### src/rtl/rhpd_pkg.sv
`default_nettype none

package rhpd_pkg;

    localparam int DEF_PIXEL_BITS    = 16;
    localparam int DEF_MAX_DIMENSION = 8192;

    localparam int CODE_MAX_LEN = 16;
    localparam int NUM_SYMBOLS  = 14;
    localparam int RESULTS_MAX  = 2;

    localparam int PIXEL_W       = 16;
    localparam int DIFF_W        = 16;
    localparam int BYTE_W        = 8;
    localparam int WIDTH_PAIRS_W = 13;
    localparam int HEIGHT_ROWS_W = 14;
    localparam int BIAS_W        = 16;
    localparam int CFG_INDEX_W   = 2;
    localparam int CFG_DATA_W    = 16;

    localparam logic [CFG_INDEX_W-1:0] REG_WIDTH_PAIRS = 2'd0;
    localparam logic [CFG_INDEX_W-1:0] REG_HEIGHT_ROWS = 2'd1;
    localparam logic [CFG_INDEX_W-1:0] REG_BIAS        = 2'd2;

    // sizes of this value and above carry no extra bits and mean 32768
    localparam logic [4:0]        SIZE_BIG = 5'd16;
    localparam logic [DIFF_W-1:0] DIFF_BIG = 16'h8000;

    typedef enum logic [1:0] {
        FS_IDLE,
        FS_WALK,
        FS_EXTRA,
        FS_FINISH
    } front_state_t;

    typedef struct packed {
        logic [DIFF_W-1:0] diff;
        logic              phase;
        logic              row_odd;
        logic              first_col;
        logic              early_row;
        logic              last;
        logic              eoi;
    } tok_t;

    typedef struct packed {
        logic [PIXEL_W-1:0] pixel;
        logic               last;
        logic               eoi;
    } res_t;

    localparam int TOK_W = $bits(tok_t);
    localparam int RES_W = $bits(res_t);

    // number of codes of length li + 1
    function automatic logic [7:0] code_count(input logic [3:0] li);
        logic [7:0] c;
        unique case (li)
            4'd0:    c = 8'd0;
            4'd1:    c = 8'd1;
            4'd2:    c = 8'd5;
            4'd3:    c = 8'd1;
            4'd4:    c = 8'd1;
            4'd5:    c = 8'd1;
            4'd6:    c = 8'd1;
            4'd7:    c = 8'd1;
            4'd8:    c = 8'd1;
            4'd9:    c = 8'd2;
            default: c = 8'd0;
        endcase
        return c;
    endfunction

    // symbol value in canonical order, zero past the table
    function automatic logic [4:0] code_size(input logic [7:0] idx);
        logic [4:0] s;
        unique case (idx)
            8'd0:    s = 5'd5;
            8'd1:    s = 5'd4;
            8'd2:    s = 5'd3;
            8'd3:    s = 5'd6;
            8'd4:    s = 5'd2;
            8'd5:    s = 5'd7;
            8'd6:    s = 5'd1;
            8'd7:    s = 5'd0;
            8'd8:    s = 5'd8;
            8'd9:    s = 5'd9;
            8'd10:   s = 5'd11;
            8'd11:   s = 5'd10;
            8'd12:   s = 5'd12;
            8'd13:   s = 5'd13;
            default: s = 5'd0;
        endcase
        return s;
    endfunction

endpackage

`default_nettype wire

### src/rtl/rhpd_fifo.sv
`default_nettype none

module rhpd_fifo #(
    parameter int WIDTH = 8,
    parameter int DEPTH = 2
) (
    input  logic             clk,
    input  logic             rst_n,
    input  logic             wr_en,
    input  logic [WIDTH-1:0] wr_data,
    output logic             full,
    input  logic             rd_en,
    output logic [WIDTH-1:0] rd_data,
    output logic             empty
);

    localparam int AW = (DEPTH > 1) ? $clog2(DEPTH) : 1;
    localparam int CW = $clog2(DEPTH + 1);

    logic [WIDTH-1:0] mem_reg [DEPTH];
    logic [AW-1:0]    wr_ptr_reg, wr_ptr_next;
    logic [AW-1:0]    rd_ptr_reg, rd_ptr_next;
    logic [CW-1:0]    count_reg, count_next;
    logic             do_wr, do_rd;

    assign full    = (count_reg == CW'(DEPTH));
    assign empty   = (count_reg == '0);
    assign do_wr   = wr_en && !full;
    assign do_rd   = rd_en && !empty;
    assign rd_data = mem_reg[rd_ptr_reg];

    always_comb
    begin
        wr_ptr_next = wr_ptr_reg;
        rd_ptr_next = rd_ptr_reg;
        count_next  = count_reg;
        if (do_wr)
        begin
            wr_ptr_next = (wr_ptr_reg == AW'(DEPTH - 1)) ? '0 : wr_ptr_reg + 1'b1;
        end
        if (do_rd)
        begin
            rd_ptr_next = (rd_ptr_reg == AW'(DEPTH - 1)) ? '0 : rd_ptr_reg + 1'b1;
        end
        if (do_wr && !do_rd)
        begin
            count_next = count_reg + 1'b1;
        end
        else if (do_rd && !do_wr)
        begin
            count_next = count_reg - 1'b1;
        end
    end

    always_ff @(posedge clk or negedge rst_n)
    begin
        if (!rst_n)
        begin
            wr_ptr_reg <= '0;
            rd_ptr_reg <= '0;
            count_reg  <= '0;
        end
        else
        begin
            wr_ptr_reg <= wr_ptr_next;
            rd_ptr_reg <= rd_ptr_next;
            count_reg  <= count_next;
        end
    end

    always_ff @(posedge clk)
    begin
        if (do_wr)
        begin
            mem_reg[wr_ptr_reg] <= wr_data;
        end
    end

endmodule

`default_nettype wire

### src/rtl/rhpd_front.sv
`default_nettype none

module rhpd_front #(
    parameter int MAX_DIMENSION = rhpd_pkg::DEF_MAX_DIMENSION
) (
    input  logic                                 clk,
    input  logic                                 rst_n,
    input  logic                                 push,
    input  logic [rhpd_pkg::BYTE_W-1:0]          data_byte,
    output logic                                 full,
    input  logic [rhpd_pkg::WIDTH_PAIRS_W-1:0]   width_pairs,
    input  logic [rhpd_pkg::HEIGHT_ROWS_W-1:0]   height_rows,
    input  logic                                 tok_full,
    output logic                                 tok_push,
    output rhpd_pkg::tok_t                       tok
);

    import rhpd_pkg::*;

    localparam int HALF_DIM = MAX_DIMENSION / 2;
    localparam int COL_W    = $clog2(HALF_DIM);
    localparam int EFFW_W   = COL_W + 1;
    localparam int ROW_W    = $clog2(MAX_DIMENSION);
    localparam int EFFH_W   = ROW_W + 1;
    localparam int NCNT_W   = $clog2(RESULTS_MAX + 1);

    front_state_t      state_reg, state_next;
    logic [31:0]       res_reg, res_next;
    logic [5:0]        held_reg, held_next;
    logic [COL_W-1:0]  col_reg, col_next;
    logic [ROW_W-1:0]  row_reg, row_next;
    logic              phase_reg, phase_next;
    logic              done_reg, done_next;
    logic [NCNT_W-1:0] n_reg, n_next;
    logic              pend_valid_reg, pend_valid_next;
    tok_t              pend_reg, pend_next;
    logic [15:0]       code_reg, code_next;
    logic [16:0]       first_reg, first_next;
    logic [7:0]        base_reg, base_next;
    logic [4:0]        len_reg, len_next;
    logic [4:0]        size_reg, size_next;

    logic [EFFW_W-1:0] effw;
    logic [EFFH_W-1:0] effh;
    logic [5:0]        bit_idx;
    logic [15:0]       code_new;
    logic [7:0]        cnt;
    logic [16:0]       diff_off;
    logic              match;
    logic [7:0]        sym_idx;
    logic              size_zero, size_big;
    logic [5:0]        used;
    logic              incomplete;
    logic [5:0]        sh;
    logic [31:0]       extra_all;
    logic [15:0]       m16, extra16;
    logic              sign_bit;
    logic [DIFF_W-1:0] diff;
    logic              col_end, row_end, eoi_now;
    tok_t              new_tok;

    // clamp the image size to what the counters can hold, a zero size counting as one
    always_comb
    begin
        priority if (width_pairs == '0)
            effw = EFFW_W'(1);
        else if (32'(width_pairs) > 32'(HALF_DIM))
            effw = EFFW_W'(HALF_DIM);
        else
            effw = EFFW_W'(width_pairs);
        priority if (height_rows == '0)
            effh = EFFH_W'(1);
        else if (32'(height_rows) > 32'(MAX_DIMENSION))
            effh = EFFH_W'(MAX_DIMENSION);
        else
            effh = EFFH_W'(height_rows);
    end

    // code walk: one bit per cycle, canonical first-code compare
    assign bit_idx  = held_reg - 6'(len_reg);
    assign code_new = {code_reg[14:0], res_reg[bit_idx[4:0]]};
    assign cnt      = code_count(4'(len_reg - 5'd1));
    assign diff_off = {1'b0, code_new} - first_reg;
    assign match    = ({1'b0, code_new} >= first_reg) && (diff_off < 17'(cnt));
    assign sym_idx  = base_reg + diff_off[7:0];

    // extra bits and sign extension
    assign size_zero  = (size_reg == 5'd0);
    assign size_big   = (size_reg >= SIZE_BIG);
    assign used       = (size_zero || size_big) ? 6'(len_reg)
                                                : 6'(len_reg) + 6'(size_reg);
    assign incomplete = (used > held_reg);
    assign sh         = held_reg - used;
    assign extra_all  = res_reg >> sh[4:0];
    assign m16        = 16'((17'd1 << size_reg) - 17'd1);
    assign extra16    = extra_all[15:0] & m16;
    assign sign_bit   = |(extra16 & ~(m16 >> 1));

    always_comb
    begin
        priority if (size_zero)
            diff = '0;
        else if (size_big)
            diff = DIFF_BIG;
        else if (sign_bit)
            diff = extra16;
        else
            diff = extra16 - m16;
    end

    assign col_end = ((EFFW_W'(col_reg) + 1'b1) >= effw);
    assign row_end = ((EFFH_W'(row_reg) + 1'b1) >= effh);
    assign eoi_now = phase_reg && col_end && row_end;

    always_comb
    begin
        new_tok.diff      = diff;
        new_tok.phase     = phase_reg;
        new_tok.row_odd   = row_reg[0];
        new_tok.first_col = (col_reg == '0);
        new_tok.early_row = (row_reg < ROW_W'(2));
        new_tok.last      = 1'b0;
        new_tok.eoi       = eoi_now;
    end

    assign full = (state_reg != FS_IDLE);

    always_comb
    begin
        state_next      = state_reg;
        res_next        = res_reg;
        held_next       = held_reg;
        col_next        = col_reg;
        row_next        = row_reg;
        phase_next      = phase_reg;
        done_next       = done_reg;
        n_next          = n_reg;
        pend_valid_next = pend_valid_reg;
        pend_next       = pend_reg;
        code_next       = code_reg;
        first_next      = first_reg;
        base_next       = base_reg;
        len_next        = len_reg;
        size_next       = size_reg;
        tok_push        = 1'b0;
        tok             = pend_reg;

        unique case (state_reg)
            FS_IDLE:
            begin
                // beats after the image are taken and dropped
                if (push && !done_reg)
                begin
                    res_next   = {res_reg[23:0], data_byte};
                    held_next  = (held_reg > 6'd24) ? 6'd32 : held_reg + 6'd8;
                    n_next     = '0;
                    code_next  = '0;
                    first_next = '0;
                    base_next  = '0;
                    len_next   = 5'd1;
                    state_next = FS_WALK;
                end
            end

            FS_WALK:
            begin
                if (6'(len_reg) > held_reg)
                begin
                    state_next = FS_FINISH;
                end
                else
                begin
                    code_next = code_new;
                    priority if (match)
                    begin
                        size_next  = code_size(sym_idx);
                        state_next = FS_EXTRA;
                    end
                    else if (len_reg == 5'(CODE_MAX_LEN))
                    begin
                        // no code matched: zero difference over the full length
                        size_next  = '0;
                        state_next = FS_EXTRA;
                    end
                    else
                    begin
                        base_next  = base_reg + cnt;
                        first_next = (first_reg + 17'(cnt)) << 1;
                        len_next   = len_reg + 5'd1;
                    end
                end
            end

            FS_EXTRA:
            begin
                priority if (incomplete)
                begin
                    state_next = FS_FINISH;
                end
                else if (!pend_valid_reg || !tok_full)
                begin
                    held_next = held_reg - used;
                    tok_push  = pend_valid_reg;
                    if (!phase_reg)
                    begin
                        phase_next = 1'b1;
                    end
                    else
                    begin
                        phase_next = 1'b0;
                        if (col_end)
                        begin
                            col_next = '0;
                            if (row_end)
                                done_next = 1'b1;
                            else
                                row_next = row_reg + 1'b1;
                        end
                        else
                        begin
                            col_next = col_reg + 1'b1;
                        end
                    end
                    // hold the newest beat back until we know if it closes the run
                    pend_next       = new_tok;
                    pend_valid_next = 1'b1;
                    n_next          = n_reg + 1'b1;
                    if (eoi_now || (n_reg + 1'b1 == NCNT_W'(RESULTS_MAX)))
                    begin
                        state_next = FS_FINISH;
                    end
                    else
                    begin
                        code_next  = '0;
                        first_next = '0;
                        base_next  = '0;
                        len_next   = 5'd1;
                        state_next = FS_WALK;
                    end
                end
            end

            FS_FINISH:
            begin
                tok.last = 1'b1;
                if (!pend_valid_reg)
                begin
                    state_next = FS_IDLE;
                end
                else if (!tok_full)
                begin
                    tok_push        = 1'b1;
                    pend_valid_next = 1'b0;
                    state_next      = FS_IDLE;
                end
            end

            default:
            begin
                state_next = FS_IDLE;
            end
        endcase
    end

    always_ff @(posedge clk or negedge rst_n)
    begin
        if (!rst_n)
        begin
            state_reg      <= FS_IDLE;
            res_reg        <= '0;
            held_reg       <= '0;
            col_reg        <= '0;
            row_reg        <= '0;
            phase_reg      <= 1'b0;
            done_reg       <= 1'b0;
            n_reg          <= '0;
            pend_valid_reg <= 1'b0;
            code_reg       <= '0;
            first_reg      <= '0;
            base_reg       <= '0;
            len_reg        <= 5'd1;
            size_reg       <= '0;
        end
        else
        begin
            state_reg      <= state_next;
            res_reg        <= res_next;
            held_reg       <= held_next;
            col_reg        <= col_next;
            row_reg        <= row_next;
            phase_reg      <= phase_next;
            done_reg       <= done_next;
            n_reg          <= n_next;
            pend_valid_reg <= pend_valid_next;
            code_reg       <= code_next;
            first_reg      <= first_next;
            base_reg       <= base_next;
            len_reg        <= len_next;
            size_reg       <= size_next;
        end
    end

    always_ff @(posedge clk)
    begin
        pend_reg <= pend_next;
    end

endmodule

`default_nettype wire

### src/rtl/rhpd_back.sv
`default_nettype none

module rhpd_back #(
    parameter int PIXEL_BITS = rhpd_pkg::DEF_PIXEL_BITS
) (
    input  logic                        clk,
    input  logic                        tok_valid,
    input  rhpd_pkg::tok_t              tok,
    input  logic [rhpd_pkg::BIAS_W-1:0] bias,
    output logic                        tok_pop,
    input  logic                        out_full,
    output logic                        out_push,
    output rhpd_pkg::res_t              res
);

    import rhpd_pkg::*;

    logic [PIXEL_BITS-1:0] left_reg [2];
    logic [PIXEL_BITS-1:0] hist_reg [4];
    logic [PIXEL_BITS-1:0] pred;
    logic [PIXEL_BITS-1:0] pix;
    logic [1:0]            slot;
    logic                  go;

    assign go       = tok_valid && !out_full;
    assign tok_pop  = go;
    assign out_push = go;
    assign slot     = {tok.row_odd, tok.phase};

    always_comb
    begin
        priority if (tok.first_col && tok.early_row)
            pred = bias[PIXEL_BITS-1:0];
        else if (tok.first_col)
            pred = hist_reg[slot];
        else
            pred = left_reg[tok.phase];
    end

    // wraps at the pixel width
    assign pix = pred + tok.diff[PIXEL_BITS-1:0];

    always_comb
    begin
        res.pixel = PIXEL_W'(pix);
        res.last  = tok.last;
        res.eoi   = tok.eoi;
    end

    always_ff @(posedge clk)
    begin
        if (go)
        begin
            left_reg[tok.phase] <= pix;
            if (tok.first_col)
            begin
                hist_reg[slot] <= pix;
            end
        end
    end

endmodule

`default_nettype wire

### src/rtl/raw_huffman_predictive_decoder.sv
// channel   direction  handshake       payload
// input     in         push / full     data_byte[7:0]
// result    out        pop / empty     pixel[15:0], last_in_run, end_of_image
// config    in         wr_en           wr_index[1:0], wr_data[15:0]
//
// the front end takes a byte only when idle, then walks the codes in its reservoir bit by
// bit until the bits run short or a run closes; a byte after the image is taken and dropped
// the back end turns one queued difference into a pixel every cycle while the result queue has room
// rst_n is asynchronous: empty reservoir, position at row 0 column 0, queues empty
// the front end waits on a full difference queue, the back end on a full result queue
`default_nettype none

module raw_huffman_predictive_decoder #(
    parameter int PIXEL_BITS    = rhpd_pkg::DEF_PIXEL_BITS,
    parameter int MAX_DIMENSION = rhpd_pkg::DEF_MAX_DIMENSION
) (
    input  logic                              clk,
    input  logic                              rst_n,
    input  logic                              push,
    output logic                              full,
    input  logic [rhpd_pkg::BYTE_W-1:0]       data_byte,
    output logic                              empty,
    input  logic                              pop,
    output logic [rhpd_pkg::PIXEL_W-1:0]      pixel,
    output logic                              last_in_run,
    output logic                              end_of_image,
    input  logic                              wr_en,
    input  logic [rhpd_pkg::CFG_INDEX_W-1:0]  wr_index,
    input  logic [rhpd_pkg::CFG_DATA_W-1:0]   wr_data
);

    import rhpd_pkg::*;

    logic [WIDTH_PAIRS_W-1:0] width_pairs_reg, width_pairs_next;
    logic [HEIGHT_ROWS_W-1:0] height_rows_reg, height_rows_next;
    logic [BIAS_W-1:0]        bias_reg, bias_next;

    tok_t             front_tok, back_tok;
    logic [TOK_W-1:0] back_tok_bits;
    logic             tok_push, tok_full, tok_empty, tok_pop;
    res_t             back_res, out_res;
    logic [RES_W-1:0] out_bits;
    logic             out_push, out_full;

    always_comb
    begin
        width_pairs_next = width_pairs_reg;
        height_rows_next = height_rows_reg;
        bias_next        = bias_reg;
        if (wr_en)
        begin
            unique case (wr_index)
                REG_WIDTH_PAIRS: width_pairs_next = wr_data[WIDTH_PAIRS_W-1:0];
                REG_HEIGHT_ROWS: height_rows_next = wr_data[HEIGHT_ROWS_W-1:0];
                REG_BIAS:        bias_next        = wr_data[BIAS_W-1:0];
                default:         bias_next        = bias_reg;
            endcase
        end
    end

    always_ff @(posedge clk or negedge rst_n)
    begin
        if (!rst_n)
        begin
            width_pairs_reg <= WIDTH_PAIRS_W'(1);
            height_rows_reg <= HEIGHT_ROWS_W'(1);
            bias_reg        <= '0;
        end
        else
        begin
            width_pairs_reg <= width_pairs_next;
            height_rows_reg <= height_rows_next;
            bias_reg        <= bias_next;
        end
    end

    rhpd_front #(
        .MAX_DIMENSION (MAX_DIMENSION)
    ) u_front (
        .clk         (clk),
        .rst_n       (rst_n),
        .push        (push),
        .data_byte   (data_byte),
        .full        (full),
        .width_pairs (width_pairs_reg),
        .height_rows (height_rows_reg),
        .tok_full    (tok_full),
        .tok_push    (tok_push),
        .tok         (front_tok)
    );

    rhpd_fifo #(
        .WIDTH (TOK_W),
        .DEPTH (2)
    ) u_tok_fifo (
        .clk     (clk),
        .rst_n   (rst_n),
        .wr_en   (tok_push),
        .wr_data (front_tok),
        .full    (tok_full),
        .rd_en   (tok_pop),
        .rd_data (back_tok_bits),
        .empty   (tok_empty)
    );

    assign back_tok = back_tok_bits;

    rhpd_back #(
        .PIXEL_BITS (PIXEL_BITS)
    ) u_back (
        .clk       (clk),
        .tok_valid (!tok_empty),
        .tok       (back_tok),
        .bias      (bias_reg),
        .tok_pop   (tok_pop),
        .out_full  (out_full),
        .out_push  (out_push),
        .res       (back_res)
    );

    rhpd_fifo #(
        .WIDTH (RES_W),
        .DEPTH (2)
    ) u_out_fifo (
        .clk     (clk),
        .rst_n   (rst_n),
        .wr_en   (out_push),
        .wr_data (back_res),
        .full    (out_full),
        .rd_en   (pop),
        .rd_data (out_bits),
        .empty   (empty)
    );

    assign out_res      = out_bits;
    assign pixel        = out_res.pixel;
    assign last_in_run  = out_res.last;
    assign end_of_image = out_res.eoi;

`ifndef NO_ASSERTIONS
    a_tok_no_overflow: assert property (@(posedge clk) disable iff (!rst_n)
        tok_push |-> !tok_full)
        else $error("difference queue written while full");

    a_out_no_overflow: assert property (@(posedge clk) disable iff (!rst_n)
        out_push |-> !out_full)
        else $error("result queue written while full");

    a_eoi_closes_run: assert property (@(posedge clk) disable iff (!rst_n)
        (!empty && end_of_image) |-> last_in_run)
        else $error("final pixel of the image does not close its run");

    a_back_needs_token: assert property (@(posedge clk) disable iff (!rst_n)
        out_push |-> !tok_empty)
        else $error("pixel produced without a queued difference");
`endif

endmodule

`default_nettype wire
### config.mk
export PLATFORM = sky130hd
export DESIGN_NAME = raw_huffman_predictive_decoder
export DESIGN_NICKNAME = d
export VERILOG_FILES = /design/src/rtl/rhpd_pkg.sv /design/src/rtl/rhpd_fifo.sv /design/src/rtl/rhpd_front.sv /design/src/rtl/rhpd_back.sv /design/src/rtl/raw_huffman_predictive_decoder.sv
export SDC_FILE = /design/constraint.sdc
export NUM_CORES = 1
export LEC_CHECK = 0
export BUFFER_PORTS_ARGS = -buffer_cell sky130_fd_sc_hd__clkbuf_2
export CAP_MARGIN = 20
export CORE_MARGIN = 2
export CORE_UTILIZATION = 59
export DETAILED_ROUTE_END_ITERATION = 10
export HOLD_SLACK_MARGIN = 0.05
export PLACE_DENSITY = 0.77
export SETUP_SLACK_MARGIN = 0.1
export SLEW_MARGIN = 40
export SYNTH_ARGS = -nofsm -noshare
export SYNTH_HDL_FRONTEND = slang
export SYNTH_HIERARCHICAL = 1
export SYNTH_SLANG_ARGS = --single-unit
export TNS_END_PERCENT = 5
### constraint.sdc
create_clock -name clk -period 7 [get_ports clk]
set_clock_uncertainty 0.2 [all_clocks]
set_input_delay 0.35 -clock clk [delete_from_list [all_inputs] [get_ports clk]]
set_output_delay 0.35 -clock clk [all_outputs]
set_load 0.01 [all_outputs]
Word level (Yosys, flattened, before mapping)
Memories as Yosys holds them, arrays and structs flattened.
Cells that the tools add are included.
Widths: inputs -> output; s select.
{"block": "classes", "n_shift": 2, "mux": 93, "n_addsub": 26, "n_eq_ne": 19, "n_bitwise": 6, "order_cmp": 12, "n_reduce_logical": 59}
{"cell": "$mux 17", "count": 7}
{"cell": "$mux 15", "count": 5}
{"cell": "$mux 16", "count": 4}
{"cell": "$mux 8", "count": 7}
{"cell": "$pmux 17 s3", "count": 1}
{"cell": "$mux 5", "count": 10}
{"cell": "$pmux 15 s3", "count": 1}
{"cell": "$and 16x16->16", "count": 2}
{"cell": "$mux 2", "count": 16}
{"cell": "$shr 32x5->16", "count": 1}
{"cell": "$mux 6", "count": 5}
{"cell": "$mux 14", "count": 2}
{"cell": "$mux 13", "count": 2}
{"cell": "$mux 1", "count": 24}
{"cell": "$pmux 8 s3", "count": 1}
{"cell": "$reduce_and 6->1", "count": 3}
{"cell": "$ge 16x17->1", "count": 1}
{"cell": "$lt 17x8->1", "count": 1}
{"cell": "$sub 16x17->17", "count": 1}
{"cell": "$add 16x16->16", "count": 1}
{"cell": "$add 16x8->16", "count": 1}
{"cell": "$add 8x8->8", "count": 2}
{"cell": "$not 15->16", "count": 1}
{"cell": "$reduce_or 16->1", "count": 1}
{"cell": "58 further kinds", "count": 117}
{"block": "word_totals", "elab_cells": 253, "mem_count": 6, "ramBits": 176, "rom_bits": 112, "reg_bits": 192, "input_bits": 31, "out_inout_bits": 20}
{"memory": "(name not given)", "words": 16, "word_bits": 4, "rd": 1, "rd_ports_with_merged_regs": 0, "wr": 0, "line": "rhpd_pkg.sv:77", "text": "unique case (idx)"}
{"memory": "u_back.hist_reg", "words": 4, "word_bits": 16, "rd": 1, "rd_ports_with_merged_regs": 0, "wr": 1, "line": "rhpd_back.sv:19", "text": "logic [PIXEL_BITS-1:0] hist_reg [4];"}
{"memory": "(name not given)", "words": 16, "word_bits": 3, "rd": 1, "rd_ports_with_merged_regs": 0, "wr": 0, "line": "rhpd_pkg.sv:58", "text": "unique case (li)"}
{"memory": "u_tok_fifo.mem_reg", "words": 2, "word_bits": 22, "rd": 1, "rd_ports_with_merged_regs": 0, "wr": 1, "line": "rhpd_fifo.sv:20", "text": "logic [WIDTH-1:0] mem_reg [DEPTH];"}
{"memory": "u_out_fifo.mem_reg", "words": 2, "word_bits": 18, "rd": 1, "rd_ports_with_merged_regs": 0, "wr": 1, "line": "rhpd_fifo.sv:20"}
{"memory": "u_back.left_reg", "words": 2, "word_bits": 16, "rd": 1, "rd_ports_with_merged_regs": 0, "wr": 1, "line": "rhpd_back.sv:18", "text": "logic [PIXEL_BITS-1:0] left_reg [2];"}

Longest topological paths before layout
Gate-level depths: netlist (run 1).
{"block": "logic_depth", "word_depth": 11, "mapped_depth": 24, "depth_no_buf": 19}

Modules after synthesis
The synthesis (run 1) kept the hierarchy.
{"module": "rhpd_front", "n_inst": 1, "area_per_inst_um2": 12627.1, "cells_each": 1389, "seq_area_each_um2": 3584.7}
{"module": "rhpd_back", "n_inst": 1, "area_per_inst_um2": 4644.5, "cells_each": 310, "seq_area_each_um2": 2882.8}
{"module": "rhpd_fifo at u_tok_fifo", "n_inst": 1, "area_per_inst_um2": 1788.0, "cells_each": 87, "seq_area_each_um2": 1421.4}
{"module": "raw_huffman_predictive_decoder", "n_inst": 1, "area_per_inst_um2": 1620.3, "cells_each": 93, "seq_area_each_um2": 1078.5}
{"module": "rhpd_fifo at u_out_fifo", "n_inst": 1, "area_per_inst_um2": 1545.2, "cells_each": 75, "seq_area_each_um2": 1181.1}

Worst setup path before layout (run 1)
No wires, ideal clock.
{"block": "synth_path", "kind": "flip-flop to flip-flop", "startpoint": "register u_front.size_reg[2]", "endpoint": "register u_front.pend_reg, in the netlist u_front/tok[16], data pin", "path_stages_with_launch": 22, "setup_ns": 0.157, "slack_ns": 1.597, "required_time_ns": 6.643, "n_path_buf": 4, "period_less_slack_ns": 5.403, "arrival_time_ns": 5.046, "cell_sequence": "dfrtp_1 clkbuf_1 or2_2 nor3_1 inv_1 clkbuf_1 nand2_1 o21ai_0 ha_1 fa_1 buf_6 buf_6 mux2_2 mux4_2 mux4_2 or2_1 ha_1 and3_1 nand4b_1 nor3_1 a221o_1 nor3_1"}
{"block": "synth_between", "elab_chain_len": 9, "elab_cells_between_ends": 16, "classes_between": "4 x add/sub; 1 x order compare; 2 x shift; 2 x mux; 3 x bitwise; 4 x reduce/logical"}
{"element": "start: declaration", "line": "rhpd_front.sv:41", "text": "logic [4:0] size_reg, size_next;"}
{"element": "start signal: assignment", "line": "rhpd_front.sv:299", "text": "size_reg <= size_next;"}
{"element": "branches (longest 9 deep; another with $sub 16x16->16)"}
{"element": "end signal: assignment", "line": "rhpd_front.sv:305", "text": "pend_reg <= pend_next;"}
{"element": "end: declaration", "line": "rhpd_front.sv:36", "text": "tok_t pend_reg, pend_next;"}
Parallel ways; which one is timed is not known.
A chain may end at the register's enable or synchronous reset.

Worst setup path after layout (run 1)
{"block": "layout_path", "startpoint": "register u_front.size_reg[2]", "endpoint": "register u_front.pend_reg, in the netlist u_front/tok[9], data pin"}
Same word-level chain as after synthesis.

==> results of run 1 <==
worst max-delay path, cell delays in order (launching register included):
cell	delay, ps
sky130_fd_sc_hd__dfrtp_1	360
sky130_fd_sc_hd__buf_4	200
sky130_fd_sc_hd__or2_2	350
sky130_fd_sc_hd__nor3_1	240
sky130_fd_sc_hd__inv_1	190
sky130_fd_sc_hd__nand2_1	100
sky130_fd_sc_hd__o21ai_0	100
sky130_fd_sc_hd__ha_1	230
sky130_fd_sc_hd__fa_2	970
sky130_fd_sc_hd__buf_4	400
sky130_fd_sc_hd__mux2i_1	340
sky130_fd_sc_hd__mux2i_1	120
sky130_fd_sc_hd__mux2i_1	230
sky130_fd_sc_hd__mux2i_1	110
sky130_fd_sc_hd__o2bb2ai_1	250
sky130_fd_sc_hd__a2111oi_2	420
sky130_fd_sc_hd__nand3_2	220
sky130_fd_sc_hd__or2_1	430
sky130_fd_sc_hd__or4_1	440
sky130_fd_sc_hd__o21ai_1	90
layer usage:
metal,share of wire,GRT usage,wire length [um]
met5,0,0,0
met1,0.44,0.365,22600
met4,0.028,0.0911,1460
met3,0.054,0.0380,2790
met2,0.48,0.440,24700
synth_stat cells, drive strengths merged, types with 41 or more instances:
cell type / n
nor2: 99
ha: 110
mux2i: 60
nor3: 41
xnor2: 69
nand3: 49
o21ai: 87
inv: 74
nand2: 187
dfrtp: 166
edfxtp: 197
a21oi: 76
mux4: 49
clkbuf: 47
buf: 44
mux2: 144
timing repair:
| item | CTS | global route |
|---|---|---|
| endpoints found under the setup margin | 0 | 0 |
| hold buffers | 26 | 0 |
| endpoints found under the hold margin | 151 | 0 |
layout make-up:
type | count | area (um2)
fillers | 2821 | 13000
flip-flops and latches | 366 | 10100
well taps | 511 | 639
repair buffers | 100 | 724
clock inverters | 19 | 188
clock buffers | 52 | 1060
multi-input cells | 1423 | 11400
inverters | 74 | 278
layout by cell type (no fill, tap or decap), types with 9 or more instances in the layout:
master and instances:
sky130_fd_sc_hd__nor2b_1 36, sky130_fd_sc_hd__edfxtp_1 197, sky130_fd_sc_hd__and2_1 13, sky130_fd_sc_hd__clkbuf_2 49, sky130_fd_sc_hd__clkbuf_16 39, sky130_fd_sc_hd__o21a_1 16
sky130_fd_sc_hd__mux2i_1 60, sky130_fd_sc_hd__mux2_4 12, sky130_fd_sc_hd__a21oi_1 76, sky130_fd_sc_hd__nand2_1 185, sky130_fd_sc_hd__dlygate4sd3_1 26, sky130_fd_sc_hd__nor4_1 25
sky130_fd_sc_hd__a211oi_1 25, sky130_fd_sc_hd__and3_1 18, sky130_fd_sc_hd__or3_1 12, sky130_fd_sc_hd__mux2_2 132, sky130_fd_sc_hd__nand3_1 48, sky130_fd_sc_hd__a22o_1 21
sky130_fd_sc_hd__nor3_1 38, sky130_fd_sc_hd__inv_1 74, sky130_fd_sc_hd__dfrtp_1 165, sky130_fd_sc_hd__xor2_1 32, sky130_fd_sc_hd__xnor2_1 67, sky130_fd_sc_hd__clkbuf_1 9
sky130_fd_sc_hd__o21ai_0 75, sky130_fd_sc_hd__o21ai_1 11, sky130_fd_sc_hd__o211ai_1 11, sky130_fd_sc_hd__nor2_1 93, sky130_fd_sc_hd__a211o_1 9, sky130_fd_sc_hd__buf_4 22
sky130_fd_sc_hd__nand2b_1 22, sky130_fd_sc_hd__mux4_2 48, sky130_fd_sc_hd__ha_1 110, sky130_fd_sc_hd__nand4_1 19, sky130_fd_sc_hd__a31oi_1 12, sky130_fd_sc_hd__a21o_1 25
kinds of logic (layout without fill, tap and decap cells):
kind of cell	Yosys count	count (layout)	share of synthesized area
AND/OR/NAND/NOR	571	571	0.128
AO/OA/AOI/OAI	379	379	0.118
flip-flops	366	366	0.457
buffers and inverters	165	245	0.0351
adder cells (fa/ha/maj)	118	118	0.0691
XOR/XNOR	102	102	0.0409
multiplexers	253	253	0.152
through the flow:
step | hold WS (ps) | util | setup WS, ps | std cells
detailed placement | 229 | 0.611 | 962 | 2447
global placement | 224 | 0.610 | 1060 | 2447
finish | 68.2 | 0.653 | 855 | 2545
floorplan | -146 | - | 1600 | 1954
global route | 79.3 | 0.653 | 442 | 2545
CTS | 58.3 | 0.652 | 928 | 2544
how the worst min path moves through the flow:
stage	start	to	cells after the start
global placement	u_front/tok[19]	u_tok_fifo/mem_reg[0][19]	0
CTS	wr_index[0]	width_pairs_reg[5]	3
floorplan	rst_n	bias_reg[0]	0
finish	rst_n	width_pairs_reg[3]	2
global route	rst_n	width_pairs_reg[8]	2
detailed placement	u_front/tok[21]	u_tok_fifo/mem_reg[1][21]	0
==> metrics.json, run 1 <==
{
  "outcome": {
    "run_status": "finished, final reports clean"
  },
  "final_layout": {
    "largest_reg_flops": 64,
    "post-route-cell-area_um2": 24400,
    "share_of_layout_cells_above_drive_strength_1": 0.186,
    "num-nets-final": 2153,
    "area_growth_pct": 9.87,
    "antenna-diode-count": 0
  },
  "clock_network": {
    "cts_max_level": 2,
    "tritoncts": "done",
    "clkLatencyLatePin_ps": 560,
    "clock-root-buffer": "sky130_fd_sc_hd__clkbuf_16",
    "clock_tree.buffer_depth": 3,
    "cts_repair_resized_insts": 0,
    "cts-buffers-inserted": 39,
    "clk_pin_slew_ps": 60,
    "post-cts-setup-buffers": 0,
    "clock-sinks": 366
  },
  "worst_setup_path": {
    "critical_path.reg2reg.startpoint": "u_front/size_reg[2]",
    "critical_path.max_fanout": 26,
    "r2r_setup_slack_ps": 850,
    "critPathArrivalTime_ps": 6340,
    "timing_worst_setup_path_type": "reg2reg",
    "reg2reg_depth": 19,
    "crit_path_start": "u_front/size_reg[2]",
    "timing.critical_path.from_type": "register",
    "worstPathRequired_ps": 7200,
    "timing.rr.end": "u_front/tok[9]",
    "critical_path.endpoint": "u_front/tok[9]",
    "endpoint_kind": "register"
  },
  "floorplan": {
    "area_of_the_placeable_core_um2": 37400,
    "die_area_um2": 39200,
    "die_height_um": 198,
    "start_util": 0.594,
    "die_w_um": 198,
    "pin_count": 51,
    "row_count": 71
  },
  "routing": {
    "detail_route.first_pass.iterations": 8,
    "wire_length_after_detailed_routing_um": 51600,
    "route.detailed.drc": 0,
    "drtIter0Drc": 1194,
    "postRouteAntennaNets": 0,
    "detail_route.wl_per_cell_um": 20.3,
    "viasPerCell": 6.22,
    "vias": 15800
  },
  "placed_design": {
    "globalplace.congestion": 0.953,
    "place.port_buffers": 50,
    "detailed_place.area_um2": 22900,
    "detailedPlacementHpwl_um": 36400
  },
  "yosys": {
    "postSynthAreaPerCell_um2": 11.4,
    "synth_edf_count": 197,
    "ys_seq_area_frac": 0.457,
    "synth_top_area_cell": "sky130_fd_sc_hd__edfxtp_1",
    "synth_ff_type": "sky130_fd_sc_hd__edfxtp_1",
    "synth.net_count": 2103,
    "ys_types": 98,
    "async_flop_share": 0.462,
    "synth_seq_cells": 366,
    "yosysWarnings": 6,
    "post_synth_main_area_contributors": "sky130_fd_sc_hd__edfxtp_1 (27%), sky130_fd_sc_hd__dfrtp_1 (19%), sky130_fd_sc_hd__mux2_2 (6.7%)",
    "synth.top_cell.area_share": 0.266,
    "syn_inst": 1954,
    "netlist_area_um2": 22200
  },
  "grt": {
    "track_usage": 0.267,
    "grt_pass1_vias": 15400,
    "grt_first_pass_wirelength_um": 82100,
    "grt_start_max_net_pins": 103,
    "grt_antenna_before_repair": 0,
    "gr-total-overflow": 0
  },
  "worst_hold_path": {
    "holdCritPathClass": "in2async"
  },
  "timing": {
    "setup_viol_count_final": 0,
    "max_slew_margin": 0.417,
    "report.final.hold_viol_count": 0,
    "max_freq_mhz": 163,
    "drv_slew": 0,
    "setup_total_negative_slack_ps": 0,
    "grt_setup_unrepaired": "no",
    "timing.final.crit_share": 0.878,
    "tightestPinTransition_ps": 865,
    "period_minus_slack_ps": 6150
  },
  "run": {
    "maximum_capacitance_violations": 0
  }
}
Power of run 1 is not shown: default switching activity piles up to over one toggle a cycle in this logic, so the estimate is an artifact.
==> run 2: changes to the inputs <==
--- a/config.mk
+++ b/config.mk
@@ -8,10 +8,10 @@
 export BUFFER_PORTS_ARGS = -buffer_cell sky130_fd_sc_hd__clkbuf_2
 export CAP_MARGIN = 20
 export CORE_MARGIN = 2
-export CORE_UTILIZATION = 59
+export CORE_UTILIZATION = 35
 export DETAILED_ROUTE_END_ITERATION = 10
 export HOLD_SLACK_MARGIN = 0.05
-export PLACE_DENSITY = 0.77
+export PLACE_DENSITY = 0.52
 export SETUP_SLACK_MARGIN = 0.1
 export SLEW_MARGIN = 40
 export SYNTH_ARGS = -nofsm -noshare
==> constraint.sdc (replaced) <==
create_clock -name clk -period 5.5 [get_ports clk]
set_clock_uncertainty 0.2 [all_clocks]
set_input_delay 0.275 -clock clk [delete_from_list [all_inputs] [get_ports clk]]
set_output_delay 0.275 -clock clk [all_outputs]
set_load 0.01 [all_outputs]
==> run 2 against run 1 <==
Against the previous run:
- final area grew 3.6%
- utilization shrank 25 points
- first-iteration DRC count shrank 16%
- final cell count grew 15%
- global-route usage shrank 9.8 points
- sequential share of layout area shrank 1.4 points
- critical endpoint is now u_front/tok[18]
- largest cell class unchanged
- highest routed layer unchanged
==> metrics.json, run 2 (same netlist as run 1, synthesis figures left out) <==
{
  "routing": {
    "route.detailed.drc": 0,
    "detail_route.first_pass.iterations": 7,
    "viasPerCell": 5.40,
    "postRouteAntennaNets": 0,
    "drtIter0Drc": 998,
    "wire_length_after_detailed_routing_um": 55900,
    "detail_route.wl_per_cell_um": 19.1,
    "vias": 15800
  },
  "placed_design": {
    "globalplace.congestion": 0.888,
    "place.port_buffers": 50,
    "detailedPlacementHpwl_um": 40800
  },
  "grt": {
    "gr-total-overflow": 0,
    "grt_pass1_vias": 15700,
    "grt_antenna_before_repair": 0,
    "grt_first_pass_wirelength_um": 89400,
    "track_usage": 0.169,
    "grt_start_max_net_pins": 89
  },
  "timing": {
    "report.final.hold_viol_count": 0,
    "tightestPinTransition_ps": 781,
    "max_freq_mhz": 191,
    "timing.final.crit_share": 0.950,
    "setup_total_negative_slack_ps": 0,
    "max_slew_margin": 0.476,
    "setup_viol_count_final": 0,
    "period_minus_slack_ps": 5220,
    "drv_slew": 0,
    "grt_setup_unrepaired": "yes"
  },
  "run": {
    "maximum_capacitance_violations": 0
  },
  "clock_network": {
    "clkLatencyLatePin_ps": 590,
    "clk_pin_slew_ps": 60,
    "clock-sinks": 366,
    "tritoncts": "done",
    "clock_tree.buffer_depth": 3,
    "cts-buffers-inserted": 41,
    "clock-root-buffer": "sky130_fd_sc_hd__clkbuf_16",
    "cts_max_level": 2
  },
  "floorplan": {
    "area_of_the_placeable_core_um2": 63000,
    "die_height_um": 256,
    "die_w_um": 256,
    "row_count": 92,
    "start_util": 0.353,
    "die_area_um2": 65500,
    "pin_count": 51
  },
  "worst_hold_path": {
    "holdCritPathClass": "in2async"
  },
  "worst_setup_path": {
    "worstPathRequired_ps": 5620,
    "critPathArrivalTime_ps": 5350,
    "timing.critical_path.from_type": "register",
    "timing_worst_setup_path_type": "reg2reg",
    "critical_path.max_fanout": 15,
    "endpoint_kind": "register",
    "reg2reg_depth": 18
  },
  "outcome": {
    "run_status": "finished, final reports clean"
  },
  "final_layout": {
    "largest_reg_flops": 64,
    "layout_commonest_cell": "sky130_fd_sc_hd__edfxtp_1",
    "layout.cells.most_common_list": "sky130_fd_sc_hd__edfxtp_1 (197), sky130_fd_sc_hd__nand2_1 (185), sky130_fd_sc_hd__dfrtp_1 (165)",
    "antenna-diode-count": 0,
    "num-nets-final": 2192,
    "area_growth_pct": 13.8,
    "share_of_layout_cells_above_drive_strength_1": 0.200,
    "fill_cells": 6056
  }
}
run 2: cell types whose count changed in the layout (fill, tap and decap cells not counted), sizes merged:
cell / previous run / this run
buf: 25 / 58
bufinv: 2 / 3
clkbuf: 101 / 105
clkinv: 8 / 13
dlygate4sd3: 26 / 29
inv: 79 / 74
run 2: cell type report:
class                   instances  area, um2  area share
repair buffers                137       1040      0.0412
clock inverters                20        250     0.00989
well taps                     846       1060      0.0419
inverters                      74        278      0.0110
clock buffers                  55       1110      0.0438
multi-input cells            1423      11400       0.451
flip-flops and latches        366      10100       0.401
run 2: per-layer routing:
metal  wire (um)  part of all wire  global-route usage
met3        2240             0.040              0.0227
met4        1240             0.022              0.0447
met5           0                 0                   0
met2       26500              0.47               0.279
met1       25900              0.46               0.234
run 2: per-stage QoR:
stage / instance area (um2) / std cells / setup WS, ps / util / hold WS [ps]
2_1_floorplan: 22200 / 1954 / 175 / - / -221
3_3_place_gp: 23500 / 2814 / 149 / 0.373 / 184
3_5_place_dp: 23600 / 2814 / 82.5 / 0.374 / 116
4_1_cts: 25200 / 2918 / 107 / 0.400 / 67.7
5_1_grt: 25300 / 2921 / 55.2 / 0.402 / 121
6_report: 25300 / 2921 / 276 / 0.402 / 48.4
run 2: worst max-delay path: stages (launching register included):
cell                      delay [ps]
sky130_fd_sc_hd__dfrtp_1         400
sky130_fd_sc_hd__or2_4           290
sky130_fd_sc_hd__nor3_4          140
sky130_fd_sc_hd__inv_2           100
sky130_fd_sc_hd__nand2_1          70
sky130_fd_sc_hd__o21ai_0          90
sky130_fd_sc_hd__ha_1            240
sky130_fd_sc_hd__fa_2            590
sky130_fd_sc_hd__buf_12          160
sky130_fd_sc_hd__mux2_2          360
sky130_fd_sc_hd__mux4_2          560
sky130_fd_sc_hd__mux4_2          510
sky130_fd_sc_hd__or2_1           260
sky130_fd_sc_hd__ha_1            240
sky130_fd_sc_hd__and3_1          180
sky130_fd_sc_hd__nand3_1         210
sky130_fd_sc_hd__nor2_1          100
sky130_fd_sc_hd__xnor2_1         160
sky130_fd_sc_hd__o32ai_1         110
run 2: worst paths after layout:
check,startpoint,to,slack (ps)
max,u_front/size_reg[2],u_front/tok[18],280
min,rst_n,width_pairs_reg[8],50
max reg2reg,u_front/size_reg[2],u_front/tok[18],280
min reg2reg,u_front/tok[2],u_tok_fifo/mem_reg[1][2],240
max in group asynchronous,rst_n,u_out_fifo/rd_ptr_reg,3820
min in group clk,wr_en,bias_reg[4],210
run 2: timing repair:
item / in CTS / in global routing
setup buffers: 0 / 2
hold buffers: 29 / 0
hold endpoints to repair: 139 / 0
gates resized for setup: 0 / 11
endpoints found under the setup margin: 0 / 17
Power of run 2 is left out for the same reason.
